[config.mk]
export PLATFORM = sky130hd
export DESIGN_NAME = bounded_priority_request_list_core_flat
export DESIGN_NICKNAME = d
export VERILOG_FILES = /design/src/rtl/core/bprl_pkg.sv /design/src/rtl/core/bprl_req_if.sv /design/src/rtl/core/bprl_res_if.sv /design/src/rtl/core/bprl_list_upd.sv /design/src/rtl/core/bounded_priority_request_list_core.sv /design/src/flat_wrapper.sv
export SDC_FILE = /design/constraint.sdc
export NUM_CORES = 1
export LEC_CHECK = 0
export BUFFER_PORTS_ARGS = -buffer_cell sky130_fd_sc_hd__buf_2
export CORE_ASPECT_RATIO = 1.4
export CORE_MARGIN = 8
export CORE_UTILIZATION = 45
export CTS_CLUSTER_DIAMETER = 50
export CTS_CLUSTER_SIZE = 25
export DETAILED_ROUTE_END_ITERATION = 7
export MAX_ROUTING_LAYER = met4
export SYNTH_ARGS = -nofsm -noshare
export SYNTH_HDL_FRONTEND = slang
export SYNTH_SLANG_ARGS = --single-unit
[constraint.sdc]
create_clock -name clk_i -period 9.2 [get_ports clk_i]
set_clock_uncertainty 0.05 [all_clocks]
set_input_delay 0.46 -clock clk_i [delete_from_list [all_inputs] [get_ports clk_i]]
set_output_delay 0.46 -clock clk_i [all_outputs]
set_load 0.05 [all_outputs]
[src/rtl/core/bprl_pkg.sv]
// Package for the bounded priority request list: sizes, field widths,
// operation and action codes, and the entry, row, request and result types.
// No dependencies.
`default_nettype none

package bprl_pkg;

  // Sizes
  localparam int unsigned PLAYERS    = 4;
  localparam int unsigned LIST_DEPTH = 5;

  // Fixed field widths
  localparam int unsigned OP_W   = 2;
  localparam int unsigned PL_W   = 2;
  localparam int unsigned ID_W   = 8;
  localparam int unsigned PRI_W  = 8;
  localparam int unsigned FADE_W = 8;

  // Derived widths
  localparam int unsigned CNT_W  = $clog2(LIST_DEPTH + 1);
  localparam int unsigned IDX_W  = (LIST_DEPTH > 1) ? $clog2(LIST_DEPTH) : 1;
  localparam int unsigned ADDR_W = (PLAYERS > 1) ? $clog2(PLAYERS) : 1;
  localparam int unsigned NUM_W  = 2;

  typedef enum logic [OP_W-1:0] {
    OP_QUEUE   = 2'd0,
    OP_UNQUEUE = 2'd1,
    OP_CLEAR   = 2'd2
  } op_e;

  typedef enum logic {
    ACT_START = 1'b0,
    ACT_STOP  = 1'b1
  } action_e;

  typedef struct packed {
    logic [ID_W-1:0]  id;
    logic [PRI_W-1:0] pri;
  } entry_t;

  typedef entry_t [LIST_DEPTH-1:0] row_t;

  typedef struct packed {
    logic [OP_W-1:0]   op;
    logic [PL_W-1:0]   player;
    logic [ID_W-1:0]   id;
    logic [PRI_W-1:0]  pri;
    logic [FADE_W-1:0] fade;
  } req_t;

  typedef struct packed {
    action_e           action;
    logic [PL_W-1:0]   player;
    logic [ID_W-1:0]   id;
    logic [PRI_W-1:0]  pri;
    logic [FADE_W-1:0] fade;
    logic              last;
  } result_t;

  // What one update produces besides the new row and count
  typedef struct packed {
    logic             row_we;
    logic             cnt_we;
    logic [NUM_W-1:0] num;
    result_t          first;
    result_t          second;
  } upd_ctl_t;

endpackage

`default_nettype wire

[src/rtl/core/bprl_req_if.sv]
// Request channel: valid/ready handshake with the request fields.
// Depends on bprl_pkg.
`default_nettype none

interface bprl_req_if;
  import bprl_pkg::*;

  logic              valid;
  logic              ready;
  logic [OP_W-1:0]   operation;
  logic [PL_W-1:0]   player;
  logic [ID_W-1:0]   request_id;
  logic [PRI_W-1:0]  priority_req;
  logic [FADE_W-1:0] fade_time;

  modport source (
    output valid, operation, player, request_id, priority_req, fade_time,
    input  ready
  );

  modport sink (
    input  valid, operation, player, request_id, priority_req, fade_time,
    output ready
  );

endinterface

`default_nettype wire

[src/rtl/core/bprl_res_if.sv]
// Result channel: valid/ready handshake with the action fields.
// Depends on bprl_pkg.
`default_nettype none

interface bprl_res_if;
  import bprl_pkg::*;

  logic              valid;
  logic              ready;
  logic              action;
  logic [PL_W-1:0]   out_player;
  logic [ID_W-1:0]   out_id;
  logic [PRI_W-1:0]  out_priority;
  logic [FADE_W-1:0] out_fade;
  logic              last;

  modport source (
    output valid, action, out_player, out_id, out_priority, out_fade, last,
    input  ready
  );

  modport sink (
    input  valid, action, out_player, out_id, out_priority, out_fade, last,
    output ready
  );

endinterface

`default_nettype wire

[src/rtl/core/bprl_list_upd.sv]
// Modify step of the read-modify-write: takes one player's row and count,
// applies a request and gives the new row, new count and up to two results.
// Depends on bprl_pkg.
`default_nettype none

module bprl_list_upd (
  input  bprl_pkg::row_t                  row_i,
  input  logic [bprl_pkg::CNT_W-1:0]      cnt_i,
  input  bprl_pkg::req_t                  req_i,
  output bprl_pkg::row_t                  row_o,
  output logic [bprl_pkg::CNT_W-1:0]      cnt_o,
  output bprl_pkg::upd_ctl_t              ctl_o
);
  import bprl_pkg::*;

  logic [LIST_DEPTH-1:0] hit_id;
  logic [LIST_DEPTH-1:0] pri_le;
  logic                  hit_any;
  logic                  ins_any;
  logic [IDX_W-1:0]      hit_idx;
  logic [IDX_W-1:0]      ins_idx;
  logic [CNT_W-1:0]      pos;
  logic                  pl_ok;
  entry_t                new_ent;
  result_t               res_start_req;
  result_t               res_stop;

  // Per-entry compares against the valid part of the row
  always_comb begin
    for (int i = 0; i < LIST_DEPTH; i++) begin
      hit_id[i] = (CNT_W'(i) < cnt_i) && (row_i[i].id == req_i.id);
      pri_le[i] = (CNT_W'(i) < cnt_i) && (row_i[i].pri <= req_i.pri);
    end
  end

  // First matching entry and first insertion slot
  always_comb begin
    hit_idx = '0;
    ins_idx = '0;
    for (int i = LIST_DEPTH - 1; i >= 0; i--) begin
      if (hit_id[i]) begin
        hit_idx = IDX_W'(i);
      end
      if (pri_le[i]) begin
        ins_idx = IDX_W'(i);
      end
    end
  end

  assign hit_any = |hit_id;
  assign ins_any = |pri_le;
  assign pos     = ins_any ? CNT_W'(ins_idx) : cnt_i;
  assign pl_ok   = (32'(req_i.player) < 32'(PLAYERS));
  assign new_ent = '{id: req_i.id, pri: req_i.pri};

  assign res_start_req = '{action: ACT_START, player: req_i.player, id: req_i.id,
                           pri: req_i.pri, fade: req_i.fade, last: 1'b0};
  assign res_stop      = '{action: ACT_STOP, player: req_i.player, id: '0,
                           pri: '0, fade: req_i.fade, last: 1'b0};

  // Apply the operation
  always_comb begin
    row_o        = row_i;
    cnt_o        = cnt_i;
    ctl_o        = '0;
    ctl_o.first  = res_start_req;
    ctl_o.second = res_start_req;

    if (pl_ok) begin
      case (req_i.op)
        OP_QUEUE: begin
          if (hit_any) begin
            // Repeat of a listed ID: restart only when it is the head
            if (hit_idx == '0) begin
              ctl_o.num = NUM_W'(1);
            end
          end else if (pos < CNT_W'(LIST_DEPTH)) begin
            for (int i = 0; i < LIST_DEPTH; i++) begin
              if (CNT_W'(i) == pos) begin
                row_o[i] = new_ent;
              end else if (i > 0 && CNT_W'(i) > pos) begin
                row_o[i] = row_i[(i > 0) ? i - 1 : 0];
              end
            end
            cnt_o        = (cnt_i < CNT_W'(LIST_DEPTH)) ? cnt_i + CNT_W'(1) : cnt_i;
            ctl_o.row_we = 1'b1;
            ctl_o.cnt_we = 1'b1;
            if (pos == '0) begin
              ctl_o.num = NUM_W'(1);
            end
          end
        end
        OP_UNQUEUE: begin
          if (hit_any) begin
            for (int i = 0; i < LIST_DEPTH - 1; i++) begin
              if (IDX_W'(i) >= hit_idx) begin
                row_o[i] = row_i[i + 1];
              end
            end
            cnt_o        = cnt_i - CNT_W'(1);
            ctl_o.row_we = 1'b1;
            ctl_o.cnt_we = 1'b1;
          end
          // Head removed, or list already empty: stop, then start the new head if one is left
          if ((hit_any && hit_idx == '0) || cnt_i == '0) begin
            ctl_o.first = res_stop;
            if (hit_any && cnt_i > CNT_W'(1)) begin
              ctl_o.num    = NUM_W'(2);
              ctl_o.second = '{action: ACT_START, player: req_i.player,
                               id: row_i[1].id, pri: row_i[1].pri,
                               fade: req_i.fade, last: 1'b0};
            end else begin
              ctl_o.num = NUM_W'(1);
            end
          end
        end
        OP_CLEAR: begin
          cnt_o        = '0;
          ctl_o.cnt_we = 1'b1;
        end
        default: begin
        end
      endcase
    end

    // Mark the final result of this request
    if (ctl_o.num == NUM_W'(1)) begin
      ctl_o.first.last = 1'b1;
    end
    if (ctl_o.num == NUM_W'(2)) begin
      ctl_o.second.last = 1'b1;
    end
  end

endmodule

`default_nettype wire

[src/rtl/core/bounded_priority_request_list_core.sv]
// Top level of the bounded priority request list: row memory, per-player
// counts, control sequencer and result register.
// Depends on bprl_pkg, bprl_req_if, bprl_res_if and bprl_list_upd.
//
//   channel | dir | beat contents
//   --------+-----+-----------------------------------------------------------
//   req_i   | in  | operation, player, request_id, priority_req, fade_time
//   res_o   | out | action, out_player, out_id, out_priority, out_fade, last
//
// A request is handled in steps: the row is read from memory on accept, then
// modified and written back, then each result beat it causes (none, one or
// two) is sent on res_o. One request is handled at a time; req_i.ready is
// high only when idle. Reset clears the counts and the sequencer state; the
// row memory is not cleared and needs no clearing pass.
// A stall on res_o holds the current result beat and the request side.
`default_nettype none

module bounded_priority_request_list_core (
  input  logic clk_i,
  input  logic rst_ni,
  bprl_req_if.sink   req_i,
  bprl_res_if.source res_o
);
  import bprl_pkg::*;

  typedef enum logic [1:0] {
    ST_IDLE,
    ST_CALC,
    ST_OUT
  } state_e;

  state_e            state_q;
  req_t              req_q;
  logic [ADDR_W-1:0] addr_q;
  row_t              row_mem [PLAYERS];
  row_t              rdata_q;
  logic [CNT_W-1:0]  cnt_q [PLAYERS];
  logic [CNT_W-1:0]  cnt_rd;
  result_t           out_q;
  result_t           pend_q;
  logic              out_v_q;
  logic              pend_v_q;
  logic              req_acc;
  logic [ADDR_W-1:0] addr_in;
  row_t              row_d;
  logic [CNT_W-1:0]  cnt_d;
  upd_ctl_t          ctl;

  assign req_i.ready = (state_q == ST_IDLE);
  assign req_acc     = req_i.valid && req_i.ready;
  assign addr_in     = ADDR_W'(req_i.player);
  assign cnt_rd      = cnt_q[addr_q];

  // Row memory: read on accept, write back in the modify cycle
  always_ff @(posedge clk_i) begin
    if (req_acc) begin
      rdata_q <= row_mem[addr_in];
    end
    if (state_q == ST_CALC && ctl.row_we) begin
      row_mem[addr_q] <= row_d;
    end
  end

  // Modify step
  bprl_list_upd u_upd (
    .row_i (rdata_q),
    .cnt_i (cnt_rd),
    .req_i (req_q),
    .row_o (row_d),
    .cnt_o (cnt_d),
    .ctl_o (ctl)
  );

  // Per-player entry counts
  always_ff @(posedge clk_i or negedge rst_ni) begin
    if (!rst_ni) begin
      for (int p = 0; p < PLAYERS; p++) begin
        cnt_q[p] <= '0;
      end
    end else if (state_q == ST_CALC && ctl.cnt_we) begin
      cnt_q[addr_q] <= cnt_d;
    end
  end

  // Request latch
  always_ff @(posedge clk_i) begin
    if (req_acc) begin
      req_q  <= '{op: req_i.operation, player: req_i.player, id: req_i.request_id,
                  pri: req_i.priority_req, fade: req_i.fade_time};
      addr_q <= addr_in;
    end
  end

  // Sequencer and result register
  always_ff @(posedge clk_i or negedge rst_ni) begin
    if (!rst_ni) begin
      state_q  <= ST_IDLE;
      out_v_q  <= 1'b0;
      pend_v_q <= 1'b0;
      out_q    <= '0;
      pend_q   <= '0;
    end else begin
      case (state_q)
        ST_IDLE: begin
          if (req_acc) begin
            state_q <= ST_CALC;
          end
        end
        ST_CALC: begin
          if (ctl.num == '0) begin
            state_q <= ST_IDLE;
          end else begin
            out_q    <= ctl.first;
            pend_q   <= ctl.second;
            out_v_q  <= 1'b1;
            pend_v_q <= (ctl.num == NUM_W'(2));
            state_q  <= ST_OUT;
          end
        end
        ST_OUT: begin
          if (res_o.ready) begin
            if (pend_v_q) begin
              out_q    <= pend_q;
              pend_v_q <= 1'b0;
            end else begin
              out_v_q <= 1'b0;
              state_q <= ST_IDLE;
            end
          end
        end
        default: begin
          state_q <= ST_IDLE;
        end
      endcase
    end
  end

  assign res_o.valid        = out_v_q;
  assign res_o.action       = out_q.action;
  assign res_o.out_player   = out_q.player;
  assign res_o.out_id       = out_q.id;
  assign res_o.out_priority = out_q.pri;
  assign res_o.out_fade     = out_q.fade;
  assign res_o.last         = out_q.last;

`ifndef SYNTH
  // No new request while a result beat is still waiting
  a_no_accept_with_result: assert property (@(posedge clk_i) disable iff (!rst_ni)
    req_acc |-> !res_o.valid)
    else $error("request accepted while a result beat is pending");

  // A queued second result only exists behind a valid first one
  a_pend_behind_out: assert property (@(posedge clk_i) disable iff (!rst_ni)
    pend_v_q |-> (res_o.valid && !res_o.last))
    else $error("second result pending without a non-final first beat");

  // The count written back never exceeds the list depth
  a_cnt_bound: assert property (@(posedge clk_i) disable iff (!rst_ni)
    (state_q == ST_CALC && ctl.cnt_we) |-> (cnt_d <= CNT_W'(LIST_DEPTH)))
    else $error("entry count beyond list depth");

  // A stalled result beat is held and keeps the block busy
  a_stall_holds: assert property (@(posedge clk_i) disable iff (!rst_ni)
    (res_o.valid && !res_o.ready) |=> (res_o.valid && !req_i.ready))
    else $error("stalled result beat dropped or request side reopened");
`endif

endmodule

`default_nettype wire
[src/flat_wrapper.sv]
// flat-port wrapper written by rule: the top's interface ports become plain ports
module bounded_priority_request_list_core_flat import bprl_pkg::*;
  (clk_i, rst_ni, req_i_valid, req_i_operation, req_i_player, req_i_request_id, req_i_priority_req, req_i_fade_time, req_i_ready, res_o_valid, res_o_action, res_o_out_player, res_o_out_id, res_o_out_priority, res_o_out_fade, res_o_last, res_o_ready);
  bprl_req_if req_i_i ();
  bprl_res_if res_o_i ();
  input  logic clk_i;
  input  logic rst_ni;
  input wire logic [$bits(req_i_i.valid)-1:0] req_i_valid;
  input wire logic [$bits(req_i_i.operation)-1:0] req_i_operation;
  input wire logic [$bits(req_i_i.player)-1:0] req_i_player;
  input wire logic [$bits(req_i_i.request_id)-1:0] req_i_request_id;
  input wire logic [$bits(req_i_i.priority_req)-1:0] req_i_priority_req;
  input wire logic [$bits(req_i_i.fade_time)-1:0] req_i_fade_time;
  output wire logic [$bits(req_i_i.ready)-1:0] req_i_ready;
  output wire logic [$bits(res_o_i.valid)-1:0] res_o_valid;
  output wire logic [$bits(res_o_i.action)-1:0] res_o_action;
  output wire logic [$bits(res_o_i.out_player)-1:0] res_o_out_player;
  output wire logic [$bits(res_o_i.out_id)-1:0] res_o_out_id;
  output wire logic [$bits(res_o_i.out_priority)-1:0] res_o_out_priority;
  output wire logic [$bits(res_o_i.out_fade)-1:0] res_o_out_fade;
  output wire logic [$bits(res_o_i.last)-1:0] res_o_last;
  input wire logic [$bits(res_o_i.ready)-1:0] res_o_ready;
  assign req_i_i.valid = req_i_valid;
  assign req_i_i.operation = req_i_operation;
  assign req_i_i.player = req_i_player;
  assign req_i_i.request_id = req_i_request_id;
  assign req_i_i.priority_req = req_i_priority_req;
  assign req_i_i.fade_time = req_i_fade_time;
  assign req_i_ready = req_i_i.ready;
  assign res_o_valid = res_o_i.valid;
  assign res_o_action = res_o_i.action;
  assign res_o_out_player = res_o_i.out_player;
  assign res_o_out_id = res_o_i.out_id;
  assign res_o_out_priority = res_o_i.out_priority;
  assign res_o_out_fade = res_o_i.out_fade;
  assign res_o_last = res_o_i.last;
  assign res_o_i.ready = res_o_ready;
  bounded_priority_request_list_core u_core (.clk_i(clk_i), .rst_ni(rst_ni), .req_i(req_i_i), .res_o(res_o_i));
endmodule
; ---- Yosys cells after proc, flatten, opt, wreduce, memory -nomap -nowiden
; Memory sizes are Yosys's and may differ from the RTL's. A register that Yosys moved wholly into a read port is not among the register bits.
; Index checks and enable logic that the tools add are counted.
; W data, S select, Z words.
[totals]
n_memories = 1
output_inout_bits = 30
word_cells = 176
mem_bits_rw = 320
register_bits = 100
in_bits = 32
[memory_table]
columns = memory, depth, width, rd, rd_clocked_by_memory_dff, write_ports, line_no
row1 = u_core.row_mem, 4, 80, 1, 1, 1, bounded_priority_request_list_core.sv:35  ; row_t row_mem [PLAYERS];
[classes]
n_bitwise = 2
order_cmp = 23
muxes = 73
eq_ne = 20
n_addsub = 2
n_reduce_logical = 31
[ops]
columns = cell, n
row1 = $mux W16, 14
row2 = $mux W80, 2
row3 = $pmux W64 S2, 1
row4 = $mux W28, 3
row5 = $mux W64, 1
row6 = $mux W58, 1
row7 = $mux W56, 1
row8 = $pmux W28 S2, 1
row9 = $mux W3, 18
row10 = $eq A8 B8 Y1, 5
row11 = $le A8 B8 Y1, 5
row12 = $mux W25, 1
row13 = $logic_and A1 B1 Y1, 16
row14 = $mux W2, 8
row15 = $bwmux W12, 1
row16 = $mux W1, 11
row17 = $reduce_or A5 Y1, 2
row18 = $logic_not A3 Y1, 3
row19 = $pmux W3 S3, 1
row20 = $ne A2 B2 Y1 const B, 4
row21 = $reduce_and A4 Y1, 2
row22 = $bmux W3 S2, 1
row23 = $demux W3 S2, 1
row24 = $eq A2 B1 Y1 const B, 3
row25 = other kinds (31), 45

; ---- Longest topological paths before layout
; Gate-level depths: netlist of the first run.
[logic_depth]
word_depth = 21
ltp_mapped = 13
ltp_nobuf = 11

; ---- Cells and area by module
; From an unflattened synthesis of the first run, not the netlist that was laid out.
[hier_totals]
hier_cells = 1456
area_unflattened_um2 = 23014.6
[modules_own_cells]
columns = module, seq_area_each_um2, area_per_inst_um2, n_inst, cells_each
row1 = bounded_priority_request_list_core, 14654.1, 17999.8, 1, 738
row2 = bprl_list_upd, 0.0, 5014.8, 1, 718

; ---- Worst setup path after synthesis of the first run
; OpenSTA, ideal clock, no wires.
[synth_path]
path_kind = reg2reg
start = register u_core.req_q[9] (netlist name)
end = memory u_core.row_mem[1][0] (netlist name) (enable)
arrival_time_ns = 5.820
synth_period_minus_slack_ns = 6.389
slack_ns = 2.811
t_required_ns = 8.631
path_buffers = 1
stages_incl_launch_ff = 12
setup_ns = 0.519
path_cell_list = edfxtp_1 > inv_1 > ha_1 > nor2b_1 > o211ai_1 > a21oi_1 > o31ai_1 > or4_1 > clkbuf_1 > o211ai_1 > a21o_1 > nor2_1
[synth_via]
elab_chain_len = 15
word_cells_on_any_way = 24
classes_between = order compare: 6 / mux: 11 / reduce/logical: 7
[synth_rtl]
columns = item, line_no
row1 = "start, declared", bounded_priority_request_list_core.sv:33  ; req_t req_q;
row2 = "start signal, assigned", bounded_priority_request_list_core.sv:88  ; req_q <= '{op: req_i.operation, player: req_i.player, id: req_i.request_id,
row3 = $le A8 B8 Y1, bprl_list_upd.sv:32  ; pri_le[i] = (CNT_W'(i) < cnt_i) && (row_i[i].pri <= req_i.pri);
row4 = $logic_and A1 B1 Y1, bprl_list_upd.sv:32
row5 = $mux W3 (5 in a row), bprl_list_upd.sv:44  ; if (pri_le[i]) begin
row6 = $mux W3 (*), bprl_list_upd.sv:52  ; assign pos = ins_any ? CNT_W'(ins_idx) : cnt_i;
row7 = $lt A3 B3 Y1 (*), bprl_list_upd.sv:77  ; end else if (pos < CNT_W'(LIST_DEPTH)) begin
row8 = $mux W4 (*), bprl_list_upd.sv:77
row9 = $mux W2 (*), bprl_list_upd.sv:72  ; if (hit_any) begin
row10 = $pmux W1 S2 (*), bprl_list_upd.sv:70  ; case (req_i.op)
row11 = $logic_and A1 B1 Y1 (*), bounded_priority_request_list_core.sv:59  ; if (state_q == ST_CALC && ctl.row_we) begin
row12 = $mux W1 (*), bounded_priority_request_list_core.sv:59
row13 = $mux W1 (implied by the code) (*), bounded_priority_request_list_core.sv:60  ; row_mem[addr_q] <= row_d;
row14 = "end, declared", bounded_priority_request_list_core.sv:35
; Mark *: on every way between the ends. The rest lies on a longest branch, timed or not.

; ---- Final worst setup path of the first run
[layout_path]
start = register u_core.req_q[10] (netlist name)
end = memory u_core.row_mem[3][57] (netlist name) (enable)
; The elaborated chain is that of the path after synthesis.

==> results.md, run 1 <==
- Synth Area in Compound Gates: 0.127
- Crit Reg-Reg Startpoint: u_core.req_q[10]
- Avg Vias per Cell: 6.39
- Min-delay src: req_i_fade_time[3]
- Net count after synthesis: 1664
- Post-Syn Area: 23000 sq um
- Diode count: 0
- Min Tclk post-route: 5250 ps
- Die Ht: 283 um
- Post-Synthesis Cells: 1589
- Hold Slack: 26.9 ps
- Post-Synth Adder-Cell Area: 0.0234
- Seq cells post-synth: 499
- Main combinational cell family by area after synthesis: compound AO/OA/AOI/OAI gates
- Antenna viol nets, final: 0
- Final Cycle Share: 0.571
- Non-Filler Instances: 2306
- Total track usage: 0.223
- Tightest Pin Transition: 1240 ps
- Failing checks: DRC
- Switching share of power: 0.360
- Tightest Hold Check Type: in2reg
- Io pins: 62
- Full die area: 58700 sq um
- Core area: 50800 sq um
- Fin util: 0.501
- Max_cap viols: 0
- Worst-Skew Late Latency: 570 ps
- Critical path's top delay family: compound AO/OA/AOI/OAI gates
- Setup-failing EPs final: 0
- Clock Tree Buf Depth: 3
- Drt drc: 3
- Crit path from: u_core.req_q[10]
- Reg area: 14600 sq um
- Filler instances: 4273
- Worst VDD drop: 138 uV
- Fraction of registers with async set/reset: 0.142
- Sequential power share: 0.453
- Starting Density: 0.453
- H-tree levels: 2
- Final slew viol count: 0
- Final WS setup: 3950 ps
- FP Rows: 98
- Total Neg Setup Slack: 0 ps
- Critical path cell sequence: inv_1 > ha_1 > and3_1 > a221o_1 > a22oi_1 > nand2_1 > nand2_1 > a221o_1 > o211ai_1 > a21o_1 > nor2_4 > buf_4
- Sw power: 0.00248 W
- RSZ-0062 raised after global routing: false
- Detail Placement HPWL: 41900 um
- Part of the power in the clock network: 0.266
- Slew margin rel.: 0.170
- Status: finished, violations left
- Mapped Avg Cell Area: 14.5 sq um
- Iter 0 DRT Violations: 1791
- DP Worst Slack: 3870 ps
- Inst Count DP: 2231
- 1st-pass router iterations: 8
- P per Cell Area: 271 nW/um^2
- Total CTS buffers: 39
- Final net count: 1701
- Global-route wire length before repair: 97000 um
- Antenna violations before repair: 1
- Largest net degree at the start of global routing: 72
- Vias: 14700
- Max Fclk: 0.190 GHz
- Top FF cell, synth: edfxtp_1
- Critical path buffer and inverter count: 2
- Critical Path RT: 9340 ps
- CTS tree: done
- Internal power: 0.00442 W
- Seq/Total Area, Yosys: 0.637
- Simple-gate share of the synthesized area: 0.0518
- Number of port buffers: 61
- Final WL: 64800 um
- Vias in the first global route: 14600
- Largest stage delay, worst path: 860 ps
- Critical path arrival: 5400 ps
- Routed len/inst: 28.1 um
- Area of the multi-input gates: 7800 sq um
- Clock transition at path regs: 80 ps
- Die W: 207 um
- Overflow after GRT: 0
- Layout cells sized above 1: 0.194
- Leak pwr: 8.78 nW
- Number of flops mapped to enable cells by yosys: 428
- Clk root buf: clkbuf_16
- XOR/XNOR Fraction of Synth Area: 0.0152
- Worst Path Max Fanout: 51
- Critical path launch point type: register
- Routability congestion estimate: 0.918
- Netlist cell types: 65
- Final hold vios: 0
- CP Class: reg2reg
- Cts repair resizes: 0
- CP endpoint kind: register
- Area growth syn-to-layout: 10.7%
- Gate power share: 0.281
- CTS Sinks: 499
- Post-synthesis mux area share: 0.119
- Synth Warn #: 0
- Critical Path Slowest Stage Cell: nor2_4
-- final timing paths --
path	endpoint	slack, ps	depth (start not counted)
max	u_core.row_mem[3][57]	3950	12
max reg2reg	u_core.row_mem[3][57]	3950	12
min in group asynchronous	u_core.pend_q[8]	60	2
min	u_core.req_q[3]	30	1
min reg2reg	u_core.res_o.out_priority[7]	430	1
max in group asynchronous	u_core.res_o.out_priority[5]	8410	2
-- metal layers --
| metal | global-route usage | vias to the layer above | routed length [um] |
|---|---|---|---|
| met1 | 0.281 | 7486 | 26200 |
| met4 | 0.0870 | 0 | 2560 |
| li1 | - | 6375 | - |
| met2 | 0.365 | 708 | 31900 |
| met5 | - | - | 0 |
| met3 | 0.0298 | 166 | 4150 |
-- logic make-up after synthesis --
group | after synthesis
flops | 499
compound gates | 423
simple gates | 273
mux | 163
buf+inv | 148
fa+ha+maj | 43
xor+xnor | 40
-- synthesized netlist by cell type, types with 8 or more instances --
library cell,n,area share
edfxtp_1,428,0.56
nand2_1,110,0.018
nor2_1,95,0.016
mux4_2,83,0.081
a21oi_1,78,0.017
o21ai_0,76,0.017
clkbuf_1,73,0.012
dfrtp_1,71,0.077
o22ai_1,49,0.013
a22oi_1,43,0.014
ha_1,43,0.023
inv_1,40,0.0065
mux2_2,37,0.018
o32a_1,33,0.014
xor2_1,32,0.012
o31ai_1,31,0.010
mux2i_1,23,0.010
o211ai_1,20,0.0065
mux2_1,19,0.0093
a22o_1,18,0.0069
a211oi_1,16,0.0052
buf_2,14,0.0030
buf_1,13,0.0021
a221oi_1,12,0.0046
nand3_1,11,0.0024
nand4_1,11,0.0030
o221ai_1,10,0.0038
nor4_1,9,0.0024
a31oi_1,8,0.0022
xnor2_1,8,0.0030
-- timing repair --
item                                   CTS  global route
endpoints found under the hold margin    4             0
buffers inserted                         0             0
hold buffers                             4             0
setup endpoints to repair                0             0
-- layout by cell type, fill, tap and decap left out, types with 6 or more instances in the layout --
cell       synthesis  routed
a211oi_1          16      16
a21oi_1           78      78
a221oi_1          12      12
a22o_1            18      18
a22oi_1           43      43
a31oi_1            8       8
buf_2             14      59
buf_4              1      39
clkbuf_16          0      40
dfrtp_1           71      71
edfxtp_1         428     428
ha_1              43      43
inv_1             40      39
inv_8              0       6
mux2_1            19      19
mux2_2            37      37
mux2i_1           23      23
mux4_2            83      83
nand2_1          110     110
nand2b_1           6       6
nand3_1           11      11
nand4_1           11      11
nor2_1            95      86
nor2_2             1       6
nor2b_1            6       6
nor4_1             9       8
o211ai_1          20      20
o21ai_0           76      76
o221ai_1          10      10
o22ai_1           49      48
o31ai_1           31      30
o32a_1            33      33
or2_2              6       6
xnor2_1            8       8
xor2_1            32      32
-- sequential cells by signal (all words and copies together), names as in the netlist --
register and cells:
u_core.res_o.out_fade 8, u_core.pend_q 27, u_core.res_o.last 1, u_core.pend_v_q 1, u_core.res_o.out_id 8, u_core.res_o.out_priority 8, u_core.cnt_q 12, u_core.state_q 2
u_core.row_mem 320, u_core.rdata_q 80, u_core.res_o.out_player 2, u_core.res_o.action 1, u_core.req_q 28, u_core.res_o.valid 1
-- layout make-up --
type | count | share of cell area
Clock inverter | 30 | 0.0159
Timing Repair Buffer | 103 | 0.0251
Inverter | 41 | 0.00605
Multi-Input combinational cell | 942 | 0.307
Clock buffer | 41 | 0.0395
Tap cell | 650 | 0.0320
Sequential cell | 499 | 0.575
-- metrics by stage --
| stage | cell area [sq um] | power, W |
|---|---|---|
| floorplan | 23000 | 0.00440 |
| global placement | 24000 | 0.00505 |
| detailed placement | 24000 | 0.00509 |
| CTS | 25400 | 0.00692 |
| global route | 25400 | 0.00718 |
| finish | 25400 | 0.00690 |
-- worst reg2reg max path: cells and delay by family, from the launching register on --
kind,cells,cell delay (ps)
fa+ha+maj,1,320
compound gates,5,1440
buf+inv,2,1160
simple gates,4,1360
flops,1,500
-- power groups by stage --
| stage | Sequential, W | Combinational (W) | Clock [W] |
|---|---|---|---|
| global placement | 0.00316 | 0.00189 | 0 |
| detailed placement | 0.00317 | 0.00192 | 0 |
| finish | 0.00313 | 0.00194 | 0.00183 |
| floorplan | 0.00330 | 0.00110 | 0 |
| global route | 0.00316 | 0.00207 | 0.00195 |
| CTS | 0.00312 | 0.00192 | 0.00187 |
Power figures use the tool's default switching activity.
==> run 2: changes to the inputs <==
ABC_AREA = 1   (was unset)
clock period = 5.38 ns   (was 9.2 ns; I/O delays follow)
==> run 2 against run 1 <==
Net effect: final area is 5.0% higher; sequential share of layout area decreased by 2.7 points; via count up 22%; global-route usage up 0.63 points; critical path type unchanged; utilization grew 0.35 points; largest cell class unchanged; count of clock-buffer cells in the layout rose by 2; sequential power is 73% higher; critical endpoint is now u_core.row_mem[1][29]; final cell count grew 38%; the run now ends clean; maximum frequency increased by 19%.
==> results.md, run 2 <==
- Clock Tree Buf Depth: 3 (unchanged)
- Max_cap viols: 0 (unchanged)
- Largest stage delay, worst path: 640 ps (was 860 ps)
- Mapped Avg Cell Area: 10.0 sq um (was 14.5 sq um)
- Critical Path Slowest Stage Cell: edfxtp_1 (was nor2_4)
- Final hold vios: 0 (unchanged)
- Number of flops mapped to enable cells by yosys: 428 (unchanged)
- Min Tclk post-route: 4410 ps (was 5250 ps)
- Antenna viol nets, final: 0 (unchanged)
- Fraction of registers with async set/reset: 0.142 (unchanged)
- Tightest Pin Transition: 1180 ps (was 1240 ps)
- P per Cell Area: 447 nW/um^2 (was 271 nW/um^2)
- Leak pwr: 10.4 nW (was 8.78 nW)
- CTS tree: done (unchanged)
- Top FF cell, synth: edfxtp_1 (unchanged)
- Seq/Total Area, Yosys: 0.609 (was 0.637)
- Most common cell in the synthesized netlist: nand2_1 (was edfxtp_1)
- Most common cell after layout, fill and taps aside: nand2_1 (was edfxtp_1)
- Hold Slack: 104 ps (was 26.9 ps)
- Hold depth: 3 (was 1)
- Reg2reg end: u_core.row_mem[1][29] (was u_core.row_mem[3][57])
- Clk root buf: clkbuf_16 (unchanged)
- Post-Syn Area: 24000 sq um (was 23000 sq um)
- RSZ-0062 raised after global routing: false (unchanged)
- Power after layout: 0.0119 W (was 0.00690 W)
- Final net count: 2505 (was 1701)
- Critical path launch point type: register (unchanged)
- Seq cells post-synth: 499 (unchanged)
- Largest cells by area after synthesis: edfxtp_1 (54%), nand2_1 (8.1%), dfrtp_1 (7.4%) (was edfxtp_1 (56%), mux4_2 (8.1%), dfrtp_1 (7.7%))
- Vias in the first global route: 17300 (was 14600)
- Worst-Skew Late Latency: 590 ps (was 570 ps)
- H-tree levels: 2 (unchanged)
- Cell taking the most area after synthesis: edfxtp_1 (unchanged)
- Starting Density: 0.454 (was 0.453)
- Avg Vias per Cell: 5.66 (was 6.39)
- Antenna violations before repair: 0 (was 1)
- Cts repair resizes: 0 (unchanged)
- Tightest Hold Check Type: in2reg (unchanged)
- Largest Register: u_core.row_mem (unchanged)
- Status: finished, final reports clean (was finished, violations left)
- Crit Reg-Reg Startpoint: u_core.req_q[25] (was u_core.req_q[10])
- Diode count: 0 (unchanged)
- Critical path arrival: 4750 ps (was 5400 ps)
- Total track usage: 0.229 (was 0.223)
- FP Rows: 100 (was 98)
- Die Ht: 289 um (was 283 um)
- Worst VDD drop: 228 uV (was 138 uV)
- Critical path cell sequence: nor2_4 > nand2_1 > nand2_1 > nor2_4 > o21ai_1 > inv_1 > nor2_1 > nor2_1 > nand2_2 > nor2_8 > inv_2 > buf_4 > nor2_2 > nand2_1 > a21oi_1 > nand2_1 > nand3_1 (was inv_1 > ha_1 > and3_1 > a221o_1 > a22oi_1 > nand2_1 > nand2_1 > a221o_1 > o211ai_1 > a21o_1 > nor2_4 > buf_4)
- Global-route wire length before repair: 104000 um (was 97000 um)
- Max reg flops: 320 (unchanged)
- Net count after synthesis: 2475 (was 1664)
- Routed len/inst: 21.7 um (was 28.1 um)
- R2R depth: 17 (was 12)
- Critical Path RT: 5730 ps (was 9340 ps)
- 1st-pass router iterations: 5 (was 8)
- Most frequent cells in the layout: nand2_1 (519), edfxtp_1 (428), o21ai_0 (315) (was edfxtp_1 (428), nand2_1 (110), nor2_1 (86))
- Top Registers: u_core.row_mem (320), u_core.rdata_q (80), u_core.req_q (28) (unchanged)
- Slew margin rel.: 0.205 (was 0.170)
- Overflow after GRT: 0 (unchanged)
- Number of port buffers: 61 (unchanged)
- Full die area: 61100 sq um (was 58700 sq um)
- Reg2Reg Setup Slack: 970 ps (was 3950 ps)
- Final Cycle Share: 0.819 (was 0.571)
- Io pins: 62 (unchanged)
- Post-Synthesis Cells: 2400 (was 1589)
- Top cell type's share of synthesized area: 0.535 (was 0.559)
- CP Class: reg2reg (unchanged)
- Hold Buf Count CTS: 29 (was 4)
- Crit path top cell by count: nand2_1
- Largest net degree at the start of global routing: 109 (was 72)
- Clock transition at path regs: 80 ps (about the same)
- Area growth syn-to-layout: 11.3% (was 10.7%)
- Routability congestion estimate: 0.957 (was 0.918)
- Layout cells sized above 1: 0.100 (was 0.194)
- Max Fclk: 0.227 GHz (was 0.190 GHz)
- Final WL: 68900 um (was 64800 um)
- Detail Placement HPWL: 44500 um (was 41900 um)
- Netlist cell types: 41 (was 65)
- Setup-failing EPs final: 0 (unchanged)
- CP endpoint kind: register (unchanged)
- Drt drc: 0 (was 3)
- Total CTS buffers: 41 (was 39)
- Iter 0 DRT Violations: 1682 (was 1791)
- Postcts setup bufs: 0 (unchanged)
- Crit path from: u_core.req_q[25] (was u_core.req_q[10])
- Commonest cells post-synth: nand2_1 (519), edfxtp_1 (428), o21ai_0 (315) (was edfxtp_1 (428), nand2_1 (110), nor2_1 (95))
- Hold endpoint: u_core.rdata_q[30] (was u_core.req_q[3])
- Final slew viol count: 0 (unchanged)
- Die W: 211 um (was 207 um)
- CTS Sinks: 499 (unchanged)
- Worst Path Max Fanout: 19 (was 51)
- Min-delay src: req_i_player[0] (was req_i_fade_time[3])
- Vias: 18000 (was 14700)
- Synth Warn #: 0 (unchanged)
- Core area: 52900 sq um (was 50800 sq um)
==> run 2: cell types whose count changed in the layout (fill, tap and decap cells not counted), moves of 43 or more <==
cell / change
nand2_1: +409
nor2_1: +122
inv_1: +108
o22ai_1: +68
nand3_1: +79
mux4_2: -83
o21ai_0: +239
a22oi_1: -43
==> run 2: metrics by stage <==
| step | instances | area [sq um] | util | TNS, ps | setup WS, ps |
|---|---|---|---|---|---|
| 2_1_floorplan | 2400 | 24000 | - | -244450 | -764 |
| 4_1_cts | 3175 | 26700 | 0.505 | 0 | 968 |
| 3_5_place_dp | 3072 | 25000 | 0.472 | 0 | 994 |
| 5_1_grt | 3175 | 26700 | 0.505 | 0 | 689 |
| 6_report | 3175 | 26700 | 0.505 | 0 | 973 |
| 3_3_place_gp | 3072 | 25000 | 0.472 | 0 | 1030 |
==> run 2: power by group <==
| part | total, W | internal [W] | leakage [nW] | switching [W] |
|---|---|---|---|---|
| Clock | 0.00317 | 0.00160 | 0.679 | 0.00157 |
| Combinational | 0.00337 | 0.000905 | 4.86 | 0.00247 |
| Sequential | 0.00540 | 0.00498 | 4.83 | 0.000425 |
| Total | 0.0119 | 0.00748 | 10.4 | 0.00446 |
==> run 2: kinds of logic (layout without fill, tap and decap cells) <==
group | Yosys count | count (layout) | synth area share
and+or+nand+nor | 908 | 908 | 0.163
buffers and inverters | 305 | 366 | 0.0532
DFF | 499 | 499 | 0.609
xor gates and xnor gates | 24 | 24 | 0.00875
adders and majority gates | 43 | 43 | 0.0224
AOI/OAI and AO/OA | 621 | 621 | 0.143
==> run 2: how the worst max path moves through the flow <==
stage,to,slack [ps],cells after the start
2_1_floorplan,u_core.row_mem[0][0],-760,18
3_3_place_gp,u_core.row_mem[2][29],1030,17
3_5_place_dp,u_core.row_mem[0][67],990,16
4_1_cts,u_core.row_mem[0][50],970,18
5_1_grt,u_core.row_mem[0][50],690,18
6_report,u_core.row_mem[1][29],970,17
==> run 2: layer usage <==
| metal | GRT usage | share of wire | vias up |
|---|---|---|---|
| met1 | 0.285 | 0.42 | 8806 |
| met2 | 0.379 | 0.49 | 608 |
| met5 | - | 0 | - |
| li1 | - | - | 8457 |
| met3 | 0.0251 | 0.055 | 109 |
| met4 | 0.0971 | 0.042 | 0 |
==> run 2: final cells by class <==
cell class                      count  area (sq um)
Clock buffer                       43          1030
Clock inverter                     31           388
Fill cell                        4751         26200
Inverter                          160           609
Multi-Input combinational cell   1596          8150
Sequential cell                   499         14600
Tap cell                          714           893
Timing Repair Buffer              132          1010
==> run 2: critical path, delay by kind of cell (launching register included) <==
kind	cells	cell delay, ps
AOI/OAI and AO/OA	2	560
buffers and inverters	3	430
DFF	1	640
and+or+nand+nor	12	2500
